$ cat config.mk
export PLATFORM = sky130hd
export DESIGN_NAME = bbea_queue
export DESIGN_NICKNAME = d
export VERILOG_FILES = /design/src/hw/rtl/bbea_pkg.sv /design/src/hw/rtl/bbea_queue.sv
export VERILOG_INCLUDE_DIRS = /design/src /design/src/hw/rtl
export SDC_FILE = /design/constraint.sdc
export NUM_CORES = 1
export LEC_CHECK = 0
export CAP_MARGIN = 20
export CORE_MARGIN = 2
export CORE_UTILIZATION = 50
export DETAILED_ROUTE_END_ITERATION = 10
export DONT_BUFFER_PORTS = 1
export PLACE_DENSITY = 0.69
export RECOVER_POWER = 25
export SKIP_CTS_REPAIR_TIMING = 1
export SYNTH_ARGS = -nofsm -noshare
export SYNTH_HDL_FRONTEND = slang
export SYNTH_SLANG_ARGS = --single-unit
$ cat constraint.sdc
create_clock -name clk -period 2.7 [get_ports clk]
set_input_delay 0.27 -clock clk [delete_from_list [all_inputs] [get_ports clk]]
set_output_delay 0.27 -clock clk [all_outputs]
set_load 0.005 [all_outputs]
$ cat src/hw/rtl/assert_macros.svh
// Assertion macros shared by the box blur RTL.
`ifndef ASSERT_MACROS_SVH
`define ASSERT_MACROS_SVH
`ifndef NO_ASSERTIONS
// Check a property on every rising clock edge outside reset.
`define ASSERT_AT(label, clk, rst, prop, msg) \
  label: assert property (@(posedge clk) disable iff (rst) (prop)) else $error(msg);
// Check that a condition never holds outside reset.
`define ASSERT_NEVER(label, clk, rst, cond, msg) \
  label: assert property (@(posedge clk) disable iff (rst) !(cond)) else $error(msg);
`else
`define ASSERT_AT(label, clk, rst, prop, msg)
`define ASSERT_NEVER(label, clk, rst, cond, msg)
`endif
`endif

$ cat src/hw/rtl/bbea_pkg.sv
// Types, constants and helpers shared by the box blur modules.
package bbea_pkg;

  localparam int MAX_WIDTH = 2048;
  localparam int COL_W     = $clog2(MAX_WIDTH);
  localparam int WIDTH_W   = COL_W + 1;
  localparam int FRAME_WIDTH_W  = 12;
  localparam int FRAME_HEIGHT_W = 16;
  localparam int ROW_W     = FRAME_HEIGHT_W;
  localparam int LEAD_W    = WIDTH_W;
  localparam int CHAN_W    = 8;
  localparam int PIXEL_W   = 3 * CHAN_W;
  localparam int SLOTS     = 3;
  localparam int SLOT_W    = 2;

  localparam int CFG_INDEX_W = 1;
  localparam int CFG_DATA_W  = 16;

  localparam int QUEUE_DEPTH = 4;
  localparam int QPTR_W      = $clog2(QUEUE_DEPTH);
  localparam int QCNT_W      = QPTR_W + 1;

  // sum of up to nine channel values
  localparam int SUM_W   = CHAN_W + 4;
  localparam int NUM_W   = SUM_W + 1;
  localparam int COUNT_W = 4;

  // floor(x / 2n) == (x * ceil(2^K / 2n)) >> K for every x below 2^NUM_W
  localparam int RECIP_SHIFT = 18;
  localparam int RECIP_W     = RECIP_SHIFT;
  localparam int PROD_W      = NUM_W + RECIP_W;
  localparam logic [RECIP_W-1:0] RECIP_N1 = RECIP_W'((2**RECIP_SHIFT + 1) / 2);
  localparam logic [RECIP_W-1:0] RECIP_N2 = RECIP_W'((2**RECIP_SHIFT + 3) / 4);
  localparam logic [RECIP_W-1:0] RECIP_N3 = RECIP_W'((2**RECIP_SHIFT + 5) / 6);
  localparam logic [RECIP_W-1:0] RECIP_N4 = RECIP_W'((2**RECIP_SHIFT + 7) / 8);
  localparam logic [RECIP_W-1:0] RECIP_N6 = RECIP_W'((2**RECIP_SHIFT + 11) / 12);
  localparam logic [RECIP_W-1:0] RECIP_N9 = RECIP_W'((2**RECIP_SHIFT + 17) / 18);

  localparam logic CMD_PIXEL = 1'b0;
  localparam logic CMD_DRAIN = 1'b1;

  typedef enum logic [CFG_INDEX_W-1:0] {
    REG_FRAME_WIDTH,
    REG_FRAME_HEIGHT
  } cfg_reg_t;

  // one unit of work handed from the front to the back
  typedef struct packed {
    logic               store;
    logic               emit;
    logic               emit_first;
    logic [SLOT_W-1:0]  slot;
    logic [COL_W-1:0]   col;
    logic [PIXEL_W-1:0] pixel;
  } job_t;

  function automatic logic [SLOT_W-1:0] slot_next(input logic [SLOT_W-1:0] s);
    logic [SLOT_W-1:0] r;
    unique case (s)
      2'd0:    r = 2'd1;
      2'd1:    r = 2'd2;
      default: r = 2'd0;
    endcase
    return r;
  endfunction

  function automatic logic [SLOT_W-1:0] slot_prev(input logic [SLOT_W-1:0] s);
    logic [SLOT_W-1:0] r;
    unique case (s)
      2'd0:    r = 2'd2;
      2'd1:    r = 2'd0;
      default: r = 2'd1;
    endcase
    return r;
  endfunction

  function automatic logic [RECIP_W-1:0] recip(input logic [COUNT_W-1:0] n);
    logic [RECIP_W-1:0] m;
    unique case (n)
      4'd2:    m = RECIP_N2;
      4'd3:    m = RECIP_N3;
      4'd4:    m = RECIP_N4;
      4'd6:    m = RECIP_N6;
      4'd9:    m = RECIP_N9;
      default: m = RECIP_N1;
    endcase
    return m;
  endfunction

endpackage

$ cat src/hw/rtl/bbea_queue.sv
// Short job queue between the front and back ends.
`include "assert_macros.svh"

module bbea_queue (
  input  logic           clk,
  input  logic           rst,
  input  logic           push_valid,
  output logic           push_ready,
  input  bbea_pkg::job_t push_data,
  output logic           pop_valid,
  input  logic           pop_ready,
  output bbea_pkg::job_t pop_data
);

  bbea_pkg::job_t entries [bbea_pkg::QUEUE_DEPTH];

  logic [bbea_pkg::QPTR_W-1:0] wr_ptr;
  logic [bbea_pkg::QPTR_W-1:0] rd_ptr;
  logic [bbea_pkg::QCNT_W-1:0] count;
  logic push;
  logic pop;

  assign push_ready = (count != bbea_pkg::QCNT_W'(bbea_pkg::QUEUE_DEPTH));
  assign pop_valid  = (count != '0);
  assign pop_data   = entries[rd_ptr];
  assign push       = push_valid && push_ready;
  assign pop        = pop_valid && pop_ready;

  always_ff @(posedge clk) begin
    if (push) begin
      entries[wr_ptr] <= push_data;
    end
  end

  always_ff @(posedge clk) begin
    if (rst) begin
      wr_ptr <= '0;
      rd_ptr <= '0;
      count  <= '0;
    end else begin
      if (push) begin
        wr_ptr <= wr_ptr + bbea_pkg::QPTR_W'(1);
      end
      if (pop) begin
        rd_ptr <= rd_ptr + bbea_pkg::QPTR_W'(1);
      end
      if (push && !pop) begin
        count <= count + bbea_pkg::QCNT_W'(1);
      end else if (pop && !push) begin
        count <= count - bbea_pkg::QCNT_W'(1);
      end
    end
  end

  `ASSERT_AT(a_queue_bound, clk, rst, count <= bbea_pkg::QCNT_W'(bbea_pkg::QUEUE_DEPTH), "job queue count beyond depth")
  `ASSERT_AT(a_queue_grow, clk, rst, push && !pop |=> count == $past(count) + 1'b1, "job queue lost a push")

endmodule

==> results by group <==
CTS
  • Number of clock sinks: 169
  • Total CTS buffers: 17
  • CTS clk-pin slew, worst paths: approximately 0.060 ns
  • H-tree depth: 4
  • Root Driver: clkbuf_16
  • Clock Latency Late Sink: 0.43 ns
  • Max Root-Sink Buffers: 2
  • CTS tree: built

Pwr
  • Power Internal: 5.275 mW
  • Comb pwr share: 0.174
  • PnR Total Power: approximately 7.0 mW
  • NetSw: roughly 1.7 mW
  • Switching share of total power: 0.2446
  • Sequential Power Share: 0.485
  • Worst vdd ir: ~0.54 mV
  • Pleak: about 2.4 nW
  • Clock power frac: 0.341
  • PD cells: 930.5 nW/um^2

Synth
  • Mapped Cells: between 200 and 300
  • Average cell area after synthesis: 24.49 sq um
  • Seq cells post-synth: between 150 and 200
  • Syn nets: between 300 and 400
  • Sequential area share after synthesis: 0.7919
  • Synth cell types: 23
  • Syn Std Cell Area: 6295 sq um
  • Synth warnings: 0

Setup path
  • Worst reg2reg path depth: 8
  • Max FO, Critical Path: 7
  • Crit path kind: reg -> reg
  • Worst Setup Start Kind: flip-flop
  • CP cell instances: nor2_1, a21boi_4, ha_1, inv_1, fa_1, xor2_1, or3_1, a21oi_1
  • CP Capture Point: count[2]$_SDFFE_PP0P_
  • Crit path launch: count[0]$_SDFFE_PP0P_
  • Critical path depth: 8
  • WP buf/inv: 1
  • RR Endpoint: count[2]$_SDFFE_PP0P_
  • Critical path's largest stage delay: about 0.47 ns
  • Family with the most delay on the worst path: adder cells
  • CP max stage cell: dfxtp_1
  • Req. time, crit path: around 3.1 ns
  • Worst EP arrival: ~2.6 ns
  • Crit. End Element: flip-flop
  • Reg-to-reg setup timing slack: approximately 0.48 ns
  • FF-to-FF Start: count[0]$_SDFFE_PP0P_

Cells and area
  • Share of cells above drive strength 1: 0.2561
  • Reg area: approximately 5000 sq um
  • Final net count: about 370
  • Design Area, Final: 7505 sq um
  • Area growth syn-to-layout: 19.22%
  • # fillers: 846
  • Multi-input gate area: approximately 1200 sq um
  • Post-layout util: 0.6171
  • ANT cells: 0

Floorplanning
  • Die Ht: ~120 um
  • Die X: approximately 120 um
  • Top-Level Pins: 86
  • Die area: 13500 sq um
  • Starting Density: 0.5176
  • CORE AREA: between 10000 and 15000 sq um
  • FP Rows: 40

Global routing
  • Vias in the first global route: around 2700
  • GRT met1 Usage: 0.2022
  • Initial antenna violation count: 0
  • Met2 Usage GRT: 0.2351
  • Largest net degree at the start of global routing: 41
  • GR peak layer: met2
  • GRT Util Overall: 0.1644
  • Routing usage on met3: 0.09756
  • First-pass GRT wire length: between 15 and 20 mm
  • GRT Residual Overflow: 0

Route
  • Post-route DRC: 0
  • Routed WL: ~11 mm
  • Starting DRT DRC Count: around 230
  • TritonRoute pass-1 iters: 4
  • WL per Instance: 21.19 um
  • Antenna Violating Nets Remaining: 0
  • Via count: ~2700
  • Vias per cell: about 5.5

Timing
  • Final Hold Fails: 0
  • Slew @ Worst Pin: about 0.57 ns
  • Final Max Slew Viols: 0
  • Slew headroom: 0.6183
  • Setup_tns: 0 ns
  • Unrepaired setup endpoints after global routing: false
  • Max Freq: about 450 MHz
  • Final period util: 0.8206
  • Tmin final: 2.215 ns
  • Final Skew: 0.008562 ns
  • Final setup vio count: 0

Run
  • Max-capacitance violation count: 0

Placement
  • IO buf count: 0
  • GP Congestion: about 0.7
  • DP Area: approximately 6500 sq um
  • DP HPWL: just over 6 mm

Status
  • Outcome: finished clean

Min path
  • Hold Path Class: in -> reg
==> kinds of logic after synthesis <==
family	count (synthesis)	synth area share
adders and majority gates	6	0.01312
xor gates and xnor gates	4	0.005565
muxes	43	0.1481
DFF	169	0.7919
AOI/OAI and AO/OA	5	0.007949
buffers and inverters	13	0.02008
and+or+nand+nor	17	0.01332
==> stage by stage <==
step                      instances  worst slack [ns]  hold slack (ns)
final                           496            0.4845          0.02154
after global routing            496            0.3549          0.02713
after CTS                       455            0.4474          -0.1170
after detailed placement        423            0.4864           0.3391
after global placement          423            0.6031           0.3358
after floorplan                 257            0.5238           0.3689
==> cell type report <==
type,instances,area share
Tap cell,168,0.02801
Timing Repair Buffer,49,0.06936
Clock buffer,19,0.05769
Inverter,3,0.001500
Multi-Input combinational cell,75,0.1584
Sequential cell,169,0.6649
Clock inverter,13,0.02017
==> synth_stat cells <==
library cell  instances  share of area
a21boi_4              1         0.0030
a21oi_1               1        0.00079
and2_1                4         0.0040
buf_12                4          0.013
buf_2                 4         0.0032
buf_6                 1         0.0018
clkbuf_1              1        0.00060
dfxtp_1               9          0.029
edfxtp_1            160           0.76
fa_1                  1         0.0032
ha_1                  5         0.0099
inv_1                 3         0.0018
mux2_1                1         0.0018
mux2i_1               2         0.0032
mux4_2               40           0.14
nand2_1               1        0.00060
nand2b_1              2         0.0020
nor2_1                8         0.0048
o21ai_0               1        0.00079
o311ai_1              1         0.0014
o31ai_2               1         0.0020
or3_1                 2         0.0020
xor2_1                4         0.0056
==> worst reg2reg max path, delay by kind of cell (launching register included) <==
kind / cells / cell delay, ns
AOI/OAI and AO/OA: 2 / 0.40
xor gates and xnor gates: 1 / 0.18
DFF: 1 / 0.47
adders and majority gates: 2 / 0.60
buffers and inverters: 1 / 0.06
and+or+nand+nor: 2 / 0.45
==> cell usage in the layout, fill, tap and decap left out, drive strengths merged <==
cell / Yosys / routed
clkbuf: 1 / 19
mux4: 40 / 40
buf: 9 / 8
o31ai: 1 / 1
nor2: 8 / 8
inv: 3 / 4
fa: 1 / 1
ha: 5 / 5
dlygate4sd3: 0 / 41
nand2b: 2 / 2
dfxtp: 9 / 9
a21oi: 1 / 1
clkinvlp: 0 / 1
o21ai: 1 / 1
or3: 2 / 2
mux2: 1 / 1
and2: 4 / 4
a21boi: 1 / 1
mux2i: 2 / 2
xor2: 4 / 4
clkinv: 0 / 8
o311ai: 1 / 1
bufinv: 0 / 3
edfxtp: 160 / 160
nand2: 1 / 1
==> registers in the layout, summed over array words and instances, names as in the netlist, named ones only <==
name / cells
rd_ptr: 2
wr_ptr: 2
count: 3
entries: 160
==> power by group through the flow <==
stage	Combinational, mW	Sequential, mW	Clock, mW
2_1_floorplan	1.08	3.31	0
3_3_place_gp	1.17	3.44	0
3_5_place_dp	1.17	3.45	0
4_1_cts	1.18	3.40	2.42
5_1_grt	1.32	3.43	2.52
6_report	1.22	3.39	2.38
==> worst min path at each step <==
stage / start / end / slack (ns) / depth (start not counted)
after detailed placement: rst / flip-flop / 0.34 / 1
after global placement: rst / flip-flop / 0.34 / 1
final: rst / wr_ptr[1]$_SDFFE_PP0P_ / 0.02 / 2
after CTS: rst / flip-flop / -0.12 / 1
after floorplan: push_data[0] / entries[0][0]$_DFFE_PP_ / 0.37 / 0
after global routing: rst / wr_ptr[1]$_SDFFE_PP0P_ / 0.03 / 2
==> per-layer routing <==
metal  routed length (um)  share of wire
met1                 4507           0.43
met2                 4983           0.47
met3                  820          0.078
met4                  197          0.019
met5                    0              0
Power figures use the tool's default switching activity.
