$ cat src/hw/rtl/assert_macros.svh
// Assertion macros shared by the box blur RTL.
`ifndef ASSERT_MACROS_SVH
`define ASSERT_MACROS_SVH
`ifndef NO_ASSERTIONS
// Check a property on every rising clock edge outside reset.
`define ASSERT_AT(label, clk, rst, prop, msg) \
  label: assert property (@(posedge clk) disable iff (rst) (prop)) else $error(msg);
// Check that a condition never holds outside reset.
`define ASSERT_NEVER(label, clk, rst, cond, msg) \
  label: assert property (@(posedge clk) disable iff (rst) !(cond)) else $error(msg);
`else
`define ASSERT_AT(label, clk, rst, prop, msg)
`define ASSERT_NEVER(label, clk, rst, cond, msg)
`endif
`endif

$ cat src/hw/rtl/bbea_pkg.sv
// Types, constants and helpers shared by the box blur modules.
package bbea_pkg;

  localparam int MAX_WIDTH = 2048;
  localparam int COL_W     = $clog2(MAX_WIDTH);
  localparam int WIDTH_W   = COL_W + 1;
  localparam int FRAME_WIDTH_W  = 12;
  localparam int FRAME_HEIGHT_W = 16;
  localparam int ROW_W     = FRAME_HEIGHT_W;
  localparam int LEAD_W    = WIDTH_W;
  localparam int CHAN_W    = 8;
  localparam int PIXEL_W   = 3 * CHAN_W;
  localparam int SLOTS     = 3;
  localparam int SLOT_W    = 2;

  localparam int CFG_INDEX_W = 1;
  localparam int CFG_DATA_W  = 16;

  localparam int QUEUE_DEPTH = 4;
  localparam int QPTR_W      = $clog2(QUEUE_DEPTH);
  localparam int QCNT_W      = QPTR_W + 1;

  // sum of up to nine channel values
  localparam int SUM_W   = CHAN_W + 4;
  localparam int NUM_W   = SUM_W + 1;
  localparam int COUNT_W = 4;

  // floor(x / 2n) == (x * ceil(2^K / 2n)) >> K for every x below 2^NUM_W
  localparam int RECIP_SHIFT = 18;
  localparam int RECIP_W     = RECIP_SHIFT;
  localparam int PROD_W      = NUM_W + RECIP_W;
  localparam logic [RECIP_W-1:0] RECIP_N1 = RECIP_W'((2**RECIP_SHIFT + 1) / 2);
  localparam logic [RECIP_W-1:0] RECIP_N2 = RECIP_W'((2**RECIP_SHIFT + 3) / 4);
  localparam logic [RECIP_W-1:0] RECIP_N3 = RECIP_W'((2**RECIP_SHIFT + 5) / 6);
  localparam logic [RECIP_W-1:0] RECIP_N4 = RECIP_W'((2**RECIP_SHIFT + 7) / 8);
  localparam logic [RECIP_W-1:0] RECIP_N6 = RECIP_W'((2**RECIP_SHIFT + 11) / 12);
  localparam logic [RECIP_W-1:0] RECIP_N9 = RECIP_W'((2**RECIP_SHIFT + 17) / 18);

  localparam logic CMD_PIXEL = 1'b0;
  localparam logic CMD_DRAIN = 1'b1;

  typedef enum logic [CFG_INDEX_W-1:0] {
    REG_FRAME_WIDTH,
    REG_FRAME_HEIGHT
  } cfg_reg_t;

  // one unit of work handed from the front to the back
  typedef struct packed {
    logic               store;
    logic               emit;
    logic               emit_first;
    logic [SLOT_W-1:0]  slot;
    logic [COL_W-1:0]   col;
    logic [PIXEL_W-1:0] pixel;
  } job_t;

  function automatic logic [SLOT_W-1:0] slot_next(input logic [SLOT_W-1:0] s);
    logic [SLOT_W-1:0] r;
    unique case (s)
      2'd0:    r = 2'd1;
      2'd1:    r = 2'd2;
      default: r = 2'd0;
    endcase
    return r;
  endfunction

  function automatic logic [SLOT_W-1:0] slot_prev(input logic [SLOT_W-1:0] s);
    logic [SLOT_W-1:0] r;
    unique case (s)
      2'd0:    r = 2'd2;
      2'd1:    r = 2'd0;
      default: r = 2'd1;
    endcase
    return r;
  endfunction

  function automatic logic [RECIP_W-1:0] recip(input logic [COUNT_W-1:0] n);
    logic [RECIP_W-1:0] m;
    unique case (n)
      4'd2:    m = RECIP_N2;
      4'd3:    m = RECIP_N3;
      4'd4:    m = RECIP_N4;
      4'd6:    m = RECIP_N6;
      4'd9:    m = RECIP_N9;
      default: m = RECIP_N1;
    endcase
    return m;
  endfunction

endpackage

$ cat src/hw/rtl/bbea_pix_if.sv
// Input channel: pixel or drain command beats.
interface bbea_pix_if;
  logic                        valid;
  logic                        ready;
  logic                        cmd;
  logic [bbea_pkg::CHAN_W-1:0] in_red;
  logic [bbea_pkg::CHAN_W-1:0] in_green;
  logic [bbea_pkg::CHAN_W-1:0] in_blue;

  modport source (output valid, output cmd, output in_red, output in_green,
                  output in_blue, input ready);
  modport sink   (input valid, input cmd, input in_red, input in_green,
                  input in_blue, output ready);
endinterface

$ cat src/hw/rtl/bbea_front.sv
// Front end: accepts beats, tracks the input position and lead, issues jobs.
module bbea_front (
  input  logic                           clk,
  input  logic                           rst,
  input  logic [bbea_pkg::WIDTH_W-1:0]   frame_width,
  input  logic [bbea_pkg::ROW_W-1:0]     frame_height,
  bbea_pix_if.sink                       pix,
  output logic                           push_valid,
  input  logic                           push_ready,
  output bbea_pkg::job_t                 push_data
);

  logic [bbea_pkg::COL_W-1:0]  in_column;
  logic [bbea_pkg::ROW_W-1:0]  in_row;
  logic [bbea_pkg::SLOT_W-1:0] in_slot;
  logic [bbea_pkg::LEAD_W-1:0] lead;

  logic is_pixel;
  logic send;
  logic drain_emit;
  logic accept;
  logic col_wrap;
  logic row_wrap;

  assign is_pixel   = (pix.cmd == bbea_pkg::CMD_PIXEL);
  // lead >= width + 1
  assign send       = (lead > frame_width);
  assign drain_emit = (in_row == '0) && (in_column == '0) && (lead != '0);
  assign accept     = pix.valid && push_ready;

  assign col_wrap = ({1'b0, in_column} + bbea_pkg::WIDTH_W'(1)) >= frame_width;
  assign row_wrap = ({1'b0, in_row} + (bbea_pkg::ROW_W + 1)'(1)) >= {1'b0, frame_height};

  assign pix.ready  = push_ready;
  // drop drain beats that have nothing to flush
  assign push_valid = pix.valid && (is_pixel || drain_emit);

  always_comb begin
    push_data.store      = is_pixel;
    push_data.emit       = is_pixel ? send : 1'b1;
    push_data.emit_first = (in_column == '0);
    push_data.slot       = in_slot;
    push_data.col        = in_column;
    push_data.pixel      = {pix.in_red, pix.in_green, pix.in_blue};
  end

  always_ff @(posedge clk) begin
    if (rst) begin
      in_column <= '0;
      in_row    <= '0;
      in_slot   <= '0;
      lead      <= '0;
    end else if (accept) begin
      if (is_pixel) begin
        if (col_wrap) begin
          in_column <= '0;
          in_row    <= row_wrap ? '0 : in_row + bbea_pkg::ROW_W'(1);
          in_slot   <= bbea_pkg::slot_next(in_slot);
        end else begin
          in_column <= in_column + bbea_pkg::COL_W'(1);
        end
        if (!send) begin
          lead <= lead + bbea_pkg::LEAD_W'(1);
        end
      end else if (drain_emit) begin
        lead <= lead - bbea_pkg::LEAD_W'(1);
      end
    end
  end

endmodule

$ cat src/flat_wrapper.sv
// flat-port wrapper written by rule: the top's interface ports become plain ports
module bbea_front_flat 
  (clk, rst, frame_width, frame_height, push_valid, push_ready, push_data, pix_valid, pix_cmd, pix_in_red, pix_in_green, pix_in_blue, pix_ready);
  bbea_pix_if pix_i ();
  input  logic clk;
  input  logic rst;
  input  logic [bbea_pkg::WIDTH_W-1:0] frame_width;
  input  logic [bbea_pkg::ROW_W-1:0] frame_height;
  output logic push_valid;
  input  logic push_ready;
  output bbea_pkg::job_t push_data;
  input wire logic [$bits(pix_i.valid)-1:0] pix_valid;
  input wire logic [$bits(pix_i.cmd)-1:0] pix_cmd;
  input wire logic [$bits(pix_i.in_red)-1:0] pix_in_red;
  input wire logic [$bits(pix_i.in_green)-1:0] pix_in_green;
  input wire logic [$bits(pix_i.in_blue)-1:0] pix_in_blue;
  output wire logic [$bits(pix_i.ready)-1:0] pix_ready;
  assign pix_i.valid = pix_valid;
  assign pix_i.cmd = pix_cmd;
  assign pix_i.in_red = pix_in_red;
  assign pix_i.in_green = pix_in_green;
  assign pix_i.in_blue = pix_in_blue;
  assign pix_ready = pix_i.ready;
  bbea_front u_core (.clk(clk), .rst(rst), .frame_width(frame_width), .frame_height(frame_height), .pix(pix_i), .push_valid(push_valid), .push_ready(push_ready), .push_data(push_data));
endmodule
$ cat config.mk
export PLATFORM = sky130hd
export DESIGN_NAME = bbea_front_flat
export DESIGN_NICKNAME = d
export VERILOG_FILES = /design/src/hw/rtl/assert_macros.svh /design/src/hw/rtl/bbea_pkg.sv /design/src/hw/rtl/bbea_pix_if.sv /design/src/hw/rtl/bbea_front.sv /design/src/flat_wrapper.sv
export SDC_FILE = /design/constraint.sdc
export NUM_CORES = 1
export LEC_CHECK = 0
export ABC_CLOCK_PERIOD_IN_PS = 6200
export BUFFER_PORTS_ARGS = -buffer_cell sky130_fd_sc_hd__buf_2
export CORE_MARGIN = 2
export CORE_UTILIZATION = 56
export DETAILED_ROUTE_END_ITERATION = 10
export PLACE_DENSITY_LB_ADDON = 0.08
export SYNTH_ARGS = -nofsm -noshare
export SYNTH_HDL_FRONTEND = slang
export SYNTH_SLANG_ARGS = --single-unit
$ cat constraint.sdc
create_clock -name clk -period 6.2 [get_ports clk]
set_clock_uncertainty 0.15 [all_clocks]
set_input_delay 1.24 -clock clk [delete_from_list [all_inputs] [get_ports clk]]
set_output_delay 1.24 -clock clk [all_outputs]
set_load 0.02 [all_outputs]
==> results of run 1 <==
[metrics by stage]
step,instance area (um2),worst slack [ps],instances
finish,4060,1860,580
global route,4060,1580,580
CTS,4060,1850,580
detailed placement,3960,1860,573
global placement,3960,1990,573
floorplan,3890,2370,487
[flip-flops by register name, summed over array words and instances, names as in the netlist]
| name | cells |
|---|---|
| u_core.in_row | 16 |
| u_core.lead | 12 |
| u_core.in_column | 11 |
| u_core.in_slot | 2 |
[metal layers]
layer | global-route usage [%] | vias to the layer above
met5 | 0 | -
met4 | 5.59 | 0
met3 | 3.70 | 8
met2 | 37.7 | 72
met1 | 30.4 | 1549
li1 | - | 1743
[where the power goes]
group	switching, uW	internal [uW]	total (uW)	leakage, uW
Clock	95.2	117	212	0.0000540
Combinational	109	89.8	199	0.00155
Sequential	24.8	279	304	0.000333
Total	229	486	715	0.00193
[critical path, cell delays in order, from the launching register on]
cell      delay [ps]
dfxtp_1          440
and3_4           230
and3_1           280
or3b_1           510
nor2_1           200
xnor2_1          140
ha_1             260
nand4_1           90
nor4_1            50
a211o_1          260
a221o_1          350
nor3_4           700
or4b_1           490
o311ai_1          80
[cell usage in the layout, fill, tap and decap left out, drive strengths merged, types with 11 or more instances in the layout]
master and count:
ha 54, buf 50, inv 43, dfxtp 41, nor2 37, nand2 30, nand3 26, a21oi 25
xnor2 23, nor3 16, nand4 15, xor2 14, o21ai 13, nor4 11
[cell type report]
type,count,area (um2),area share [%]
multi-input combinational,358,2620,64.5
sequential,41,821,20.2
clock inverter,2,35.0,0.863
tap,80,100,2.46
inverter,44,165,4.07
clock buffer,5,68.8,1.69
timing repair buffer,50,250,6.16
[cells by family (layout without fill, tap and decap cells)]
kind of cell / count (synthesis) / in the layout / share of synthesized area (%)
AO/OA/AOI/OAI: 88 / 88 / 15.7
XOR/XNOR: 37 / 37 / 8.33
adder cells (fa/ha/maj): 55 / 55 / 17.9
buffers and inverters: 88 / 101 / 11.6
flip-flops: 41 / 41 / 21.1
multiplexers: 10 / 10 / 2.57
AND/OR/NAND/NOR: 168 / 168 / 22.9
[path summary, 6_finish.rpt]
path	slack, ps	endpoint
worst min register to register	330	u_core.in_slot[0]$_SDFFE_PP0P_
worst min-delay path	330	u_core.in_slot[0]$_SDFFE_PP0P_
worst max register to register	1860	u_core.in_row[5]$_SDFFE_PP0P_
worst max-delay path	1860	u_core.in_row[5]$_SDFFE_PP0P_
==> flow_summary.json, run 1 <==
{
  "status": "finished clean",
  "wl_per_cell_um": 14.8,
  "ios": 99,
  "port_buffers": 50,
  "drtIter0Drc": 114,
  "crit_start": "u_core.in_row[2]$_SDFFE_PP0P_",
  "antenna_found_initial": 0,
  "cts_tree": "yes",
  "die_w_um": 87.3,
  "fmax_mhz": 230,
  "die_h_um": 87.3,
  "cts_root_buf": "clkbuf_8",
  "fillers": 639,
  "wl_um": 8570,
  "wl_met3_um": 342,
  "gr-total-overflow": 0,
  "area_delta_synth_final_pct": 4.44,
  "power_uw": 715,
  "yosysSeqAreaShare_pct": 21.1,
  "reg2regPathDepth": 13,
  "finalHoldViolations": 0,
  "synthFlopType": "dfxtp_1",
  "row_count": 30,
  "synthDistinctLibCells": 57,
  "diodes": 0,
  "gp_congestion": 0.851,
  "p_per_area_nw_per_um2": 176,
  "slew_headroom_pct": 19.9,
  "first_pass_iters": 4,
  "start_util_pct": 57.6,
  "antenna_left": 0,
  "max_cap_violations": 0,
  "yosys-top-cells-area": "dfxtp_1, ha_1, buf_4",
  "ys_ff_latch": 41,
  "clockBufferDepth": 2,
  "synth_edf_count": 0,
  "yosys_warnings": 0,
  "vias_per_cell": 5.81,
  "synth.most_common_cell": "ha_1",
  "highest_layer": "met4",
  "finalSetupTns_ps": 0,
  "synth_common_cells": "ha_1, inv_1, dfxtp_1, nor2_1, nand2_1",
  "critPathCaptureType": "flip-flop",
  "crit_fanout": 23,
  "grt_pass1_wl_um": 14000,
  "synth_async_sr_flop_share_pct": 0,
  "clk_latency_ps": 290,
  "cts_num_sinks": 41,
  "rsz0062_at_grt": "false",
  "final_util_pct": 60.1,
  "hold_buffers": 0,
  "grt_max_degree": 48,
  "drive_gt1_share_pct": 13.6,
  "wl_met1_um": 4100,
  "vdd_drop_max_v": 0.0000903,
  "setup_viol": 0,
  "crit_required_ps": 6250,
  "postSynthNetCount": 599,
  "worst_pin_slew_ps": 1200,
  "cts-htree-levels": 2,
  "cts_resized": 0,
  "critPathArrivalTime_ps": 4390,
  "drc": 0,
  "crit_type": "flip-flop to flip-flop",
  "wl_met2_um": 4040,
  "r2r-start": "u_core.in_row[2]$_SDFFE_PP0P_",
  "synth.cell_area_um2": 3890,
  "core_area_um2": 6760,
  "slew_viol_final": 0,
  "dp_hpwl_um": 6520,
  "hold_class": "flip-flop to flip-flop",
  "worstHoldStart": "u_core.in_slot[0]$_SDFFE_PP0P_",
  "crit_path_start_kind": "flip-flop",
  "timing.hold.ws_ps": 332,
  "grt_pass1_vias": 3077,
  "dieArea_um2": 7630,
  "avgSynthCellArea_um2": 7.99,
  "fin_nets": 612,
  "synthCells": 487,
  "netlist.area_leader.share_pct": 21.1,
  "clkTransAtPathRegs_ps": 80,
  "period_minus_slack_ps": 4340,
  "hold_depth": 2,
  "cts.repair_timing.setup_buffer_count": 0,
  "vias": 3372,
  "yosys.area.top_type": "dfxtp_1",
  "leakage_uw": 0.00193,
  "cts_made_buffers": 5,
  "grt_use_total_pct": 22.6,
  "period_share_pct": 70.0
}
Note: power is estimated with default switching activity, not from simulation.
==> run 2: changes to the inputs <==
ABC_CLOCK_PERIOD_IN_PS = 4500   (was 6200)
CORE_UTILIZATION = 55   (was 56)
clock period = 4.5 ns   (was 6.2 ns; I/O delays follow)
==> run 2 against run 1 <==
  * Highest routed layer unchanged
  * Critical path depth grew 1
  * Register-to-register slack got worse by 1300 ps
  * Count of clock-buffer cells in the layout grew 2
  * Setup slack got worse by 1300 ps
  * Critical path type unchanged
==> flow_summary.json, run 2 (synthesis results as in run 1) <==
{
  "grt_use_total_pct": 23.0,
  "row_count": 30,
  "grt_pass1_vias": 3190,
  "cts_made_buffers": 5,
  "crit_path_cell_trace": "ha_1 > nand3_1 > nor2_1 > and3_1 > and3_1 > xor2_1 > ha_1 > nand2_1 > o21ai_0 > a2111oi_0 > o31a_1 > nor2_2 > nand4b_1 > o311ai_0",
  "cts_tree": "yes",
  "crit_path_start_kind": "flip-flop",
  "vias_per_cell": 5.71,
  "period_share_pct": 88.5,
  "setup_viol": 0,
  "clk_latency_ps": 300,
  "crit_cells": 14,
  "top_regs": "u_core.in_row (16), u_core.lead (12), u_core.in_column (11)",
  "worst_pin_slew_ps": 1230,
  "r2r-end": "u_core.in_row[11]$_SDFFE_PP0P_",
  "die_w_um": 88.1,
  "power_frac_seq_pct": 41.5,
  "rsz0062_at_grt": "false",
  "intPower_uw": 691,
  "area_delta_synth_final_pct": 5.47,
  "hold_buffers": 0,
  "fillers": 664,
  "cts.repair_timing.setup_buffer_count": 0,
  "drc": 0,
  "status": "finished clean",
  "crit_start": "u_core.in_column[0]$_SDFFE_PP0P_",
  "stdcell_area_um2": 4100,
  "max_cap_violations": 0,
  "layout_commonest_cell": "ha_1",
  "dieArea_um2": 7760,
  "critPathCaptureType": "flip-flop",
  "cts_root_buf": "clkbuf_8",
  "gp_congestion": 0.856,
  "largest_reg_flops": 16,
  "port_buffers": 50,
  "regMostFlops": "u_core.in_row",
  "clockPowerShare_pct": 31.1,
  "slew_headroom_pct": 17.7,
  "finalSetupTns_ps": 0,
  "dp_hpwl_um": 6640,
  "antenna_left": 0,
  "start_util_pct": 56.9,
  "fmax_mhz": 251,
  "cp_slowest_cell": "nor2_2",
  "gr-total-overflow": 0,
  "critPathArrivalTime_ps": 4020,
  "fin_nets": 613,
  "slew_viol_final": 0,
  "die_h_um": 88.1,
  "crit_required_ps": 4530,
  "worst-r2r-setup-slack_ps": 520,
  "reg2regPathDepth": 14,
  "switching_share_pct": 31.5,
  "p_comb_share_pct": 27.4,
  "wl_um": 8580,
  "clkTransAtPathRegs_ps": 90,
  "path_delay_family": "simple AND/OR/NAND/NOR gates",
  "wl_per_cell_um": 14.4,
  "drive_gt1_share_pct": 13.7,
  "endpoint": "u_core.in_row[11]$_SDFFE_PP0P_",
  "finalHoldViolations": 0,
  "cts-htree-levels": 2,
  "grt_max_degree": 48,
  "dpl-instance-area_um2": 3990,
  "critPathMaxStageDelay_ps": 960,
  "final_cell_mix": "ha_1, buf_2, inv_1",
  "hold_class": "flip-flop to flip-flop",
  "p_per_area_nw_per_um2": 246,
  "crit_type": "flip-flop to flip-flop",
  "period_minus_slack_ps": 3980,
  "clockBufferDepth": 2,
  "diodes": 0,
  "cts_num_sinks": 41,
  "p_sw_uw": 317,
  "antenna_found_initial": 0,
  "crit_buf_inv": 0,
  "leakage_uw": 0.00194,
  "r2r-start": "u_core.in_column[0]$_SDFFE_PP0P_",
  "cts_resized": 0,
  "ios": 99,
  "core_area_um2": 6830,
  "vias": 3415,
  "crit_fanout": 31,
  "drtIter0Drc": 119,
  "vdd_drop_max_v": 0.000119,
  "first_pass_iters": 5,
  "grt_pass1_wl_um": 14300
}
==> run 2: final cells by class <==
type	instances	area [um2]	area share, %
clock buffer	7	86.3	2.10
sequential	41	821	20.0
multi-input combinational	358	2620	63.9
timing repair buffer	51	258	6.28
clock inverter	1	30.0	0.732
inverter	44	165	4.03
tap	96	120	2.93
==> run 2: power groups by stage <==
stage / clock [uW] / sequential (uW) / combinational [uW]
6_report: 314 / 419 / 276
5_1_grt: 333 / 423 / 315
4_1_cts: 321 / 419 / 278
3_5_place_dp: 0 / 427 / 275
3_3_place_gp: 0 / 427 / 271
2_1_floorplan: 0 / 411 / 256
==> run 2: worst min-delay path: stages (launching register included) <==
cell and delay (ps):
dfxtp_1 340, nand2_1 60, a21oi_1 50
==> run 2: worst min-delay path by stage <==
stage | start | endpoint | slack (ps) | depth (start not counted)
after detailed placement | u_core.in_slot[0]$_SDFFE_PP0P_ | u_core.in_slot[0]$_SDFFE_PP0P_ | 330 | 2
after global placement | u_core.in_slot[0]$_SDFFE_PP0P_ | u_core.in_slot[0]$_SDFFE_PP0P_ | 310 | 2
final | u_core.in_slot[0]$_SDFFE_PP0P_ | u_core.in_slot[0]$_SDFFE_PP0P_ | 340 | 2
after floorplan | u_core.lead[6]$_SDFFE_PP0P_ | u_core.lead[6]$_SDFFE_PP0P_ | 310 | 2
after CTS | u_core.in_slot[0]$_SDFFE_PP0P_ | u_core.in_slot[0]$_SDFFE_PP0P_ | 340 | 2
after global routing | u_core.in_row[8]$_SDFFE_PP0P_ | u_core.in_row[8]$_SDFFE_PP0P_ | 370 | 2
==> run 2: layer usage <==
metal  up-vias  GRT usage [%]  wire [um]
met5         -              0          0
met4         0           5.79        148
met3        16           3.96        362
met2        87           38.9       4070
met1      1565           30.5       4000
li1       1747              -          -
==> run 2: through the flow <==
step | cells | hold slack (ps) | worst slack [ps] | utilization, % | power (uW)
after floorplan | 487 | 311 | 933 | - | 667
after global placement | 590 | 310 | 702 | 58.3 | 697
after detailed placement | 590 | 326 | 530 | 58.3 | 703
after CTS | 598 | 339 | 504 | 60.0 | 1020
after global routing | 598 | 370 | 58.2 | 60.0 | 1070
final | 598 | 339 | 519 | 60.0 | 1010
==> run 3: changes to the inputs <==
ABC_AREA = 1   (was not set)
==> run 3 against run 2 <==
  * Non-clock buffer count unchanged
  * Setup slack gained 260 ps
  * Core utilization decreased by 0.62 points
  * Sequential share of layout area down 0.66 points
  * Final area increased by 3.4%
  * Power decreased by 6.9%
  * Routed wire length up 9.8%
  * Via count is 14% higher
  * Synthesized cell count up 26%
  * Die area up 2.4%
  * Flip-flop and latch count did not move
  * Critical path type unchanged
==> flow_summary.json, run 3 <==
{
  "fmax_mhz": 269,
  "p_comb_share_pct": 26.5,
  "yosysSeqAreaShare_pct": 20.6,
  "max_cap_violations": 0,
  "clockPowerShare_pct": 31.6,
  "cts_root_buf": "clkbuf_8",
  "critPathCaptureType": "flip-flop",
  "cts_tree": "yes",
  "avgSynthCellArea_um2": 6.47,
  "setup_slack_ps": 778,
  "synth_common_cells": "nand2_1, nor2_1, inv_1, ha_1",
  "netlist.area_leader.share_pct": 20.6,
  "cts_num_sinks": 41,
  "clkTransAtPathRegs_ps": 80,
  "yosys.area.top_type": "dfxtp_1",
  "grt_pass1_vias": 3408,
  "fin_nets": 754,
  "crit_type": "flip-flop to flip-flop",
  "area_delta_synth_final_pct": 6.41,
  "cts_resized": 0,
  "power_frac_seq_pct": 41.9,
  "worst_pin_slew_ps": 800,
  "period_minus_slack_ps": 3720,
  "synth_async_sr_flop_share_pct": 0,
  "vdd_drop_max_v": 0.000122,
  "die_h_um": 89.1,
  "hold_class": "flip-flop to flip-flop",
  "cts-htree-levels": 2,
  "switching_share_pct": 32.6,
  "grt_pass1_wl_um": 15400,
  "final_cell_mix": "nand2_1, nor2_1, inv_1",
  "regMostFlops": "u_core.in_row",
  "hold_buffers": 0,
  "die_w_um": 89.1,
  "finalSetupTns_ps": 0,
  "drtIter0Drc": 201,
  "rsz0062_at_grt": "false",
  "crit_fanout": 12,
  "postSynthNetCount": 728,
  "diodes": 0,
  "final_util_pct": 59.4,
  "dpl_worst_slack_ps": 809,
  "dieArea_um2": 7940,
  "row_count": 31,
  "synthCells": 616,
  "start_util_pct": 55.8,
  "antenna_left": 0,
  "gp_congestion": 0.894,
  "vias": 3887,
  "dp_hpwl_um": 7620,
  "top_regs": "u_core.in_row (16), u_core.lead (12), u_core.in_column (11)",
  "largest_reg_flops": 16,
  "synth.most_common_cell": "nand2_1",
  "cts_made_buffers": 5,
  "clk_latency_ps": 300,
  "drc": 0,
  "vias_per_cell": 5.25,
  "ys_ff_latch": 41,
  "leakage_uw": 0.00231,
  "layout_commonest_cell": "nand2_1",
  "p_sw_uw": 306,
  "yosys-top-cells-area": "dfxtp_1, ha_1, nand2_1",
  "drive_gt1_share_pct": 11.7,
  "p_per_area_nw_per_um2": 221,
  "wl_per_cell_um": 12.7,
  "slew_viol_final": 0,
  "yosys_warnings": 0,
  "wl_um": 9420,
  "grt_use_total_pct": 24.5,
  "slew_headroom_pct": 46.5,
  "power_uw": 939,
  "stdcell_area_um2": 4240,
  "status": "finished clean",
  "ios": 99,
  "crit_required_ps": 4590,
  "clockBufferDepth": 2,
  "critPathArrivalTime_ps": 3810,
  "synth_edf_count": 0,
  "antenna_found_initial": 0,
  "setup_viol": 0,
  "period_share_pct": 82.7,
  "first_pass_iters": 5,
  "cts.repair_timing.setup_buffer_count": 0,
  "synthDistinctLibCells": 39,
  "gr-total-overflow": 0,
  "grt_max_degree": 26,
  "core_area_um2": 7140,
  "synth.cell_area_um2": 3990,
  "port_buffers": 50,
  "dpl-instance-area_um2": 4140,
  "synthFlopType": "dfxtp_1",
  "intPower_uw": 633,
  "finalHoldViolations": 0,
  "crit_path_start_kind": "flip-flop"
}
run 3: path summary, 6_finish.rpt:
kind / from / end / slack [ps] / depth (start not counted)
setup reg to reg: u_core.in_column[0]$_SDFFE_PP0P_ / u_core.in_row[13]$_SDFFE_PP0P_ / 780 / 17
hold / removal: u_core.in_slot[0]$_SDFFE_PP0P_ / u_core.in_slot[0]$_SDFFE_PP0P_ / 340 / 2
hold reg to reg: u_core.in_slot[0]$_SDFFE_PP0P_ / u_core.in_slot[0]$_SDFFE_PP0P_ / 340 / 2
setup / recovery: u_core.in_column[0]$_SDFFE_PP0P_ / u_core.in_row[13]$_SDFFE_PP0P_ / 780 / 17
run 3: routing by layer:
metal	track usage (%)	routed length, um	vias up
li1	-	-	1993
met1	30.5	3960	1738
met2	43.6	4760	140
met3	2.86	484	16
met4	8.82	216	0
met5	0	0	-
run 3: layout make-up:
cell class              instances  area [um2]
clock buffers                   5        68.8
clock inverters                 2        35.0
fillers                       729        2900
inverters                      89         339
multi-input cells             454        2590
flip-flops and latches         41         821
well taps                      99         124
repair buffers                 51         258
run 3: power groups by stage:
stage          clock network (uW)  logic (uW)  registers (uW)
2_1_floorplan                   0         212             400
3_3_place_gp                    0         241             402
3_5_place_dp                    0         246             402
4_1_cts                       301         248             394
5_1_grt                       313         288             396
6_report                      297         249             394
run 3: kinds of logic (layout without fill, tap and decap cells):
| kind of cell | Yosys count | count (layout) | share of synthesized area (%) |
|---|---|---|---|
| AND/OR/NAND/NOR | 314 | 314 | 33.7 |
| buffers and inverters | 121 | 147 | 14.3 |
| adder cells (fa/ha/maj) | 55 | 55 | 17.5 |
| AO/OA/AOI/OAI | 59 | 59 | 8.29 |
| flip-flops | 41 | 41 | 20.6 |
| XOR/XNOR | 26 | 26 | 5.71 |
run 3: stage by stage:
stage,hold slack (ps),cells
final,344,741
after global routing,378,741
after CTS,351,741
after detailed placement,337,734
after global placement,317,734
after floorplan,310,616
run 3: worst max-delay path, stage by stage, from the launching register on:
cell and delay [ps]:
dfxtp_1 430, ha_1 220, nand3_1 110, nor2_1 150, nand2_1 110, nor2_1 130
xor2_1 230, inv_1 70, ha_1 280, nand2_1 50, nor2_1 160, and2_1 160
nand2_1 50, nand4_1 110, nand2_1 280, nor2_1 740, nand3_1 150, nand2_1 90
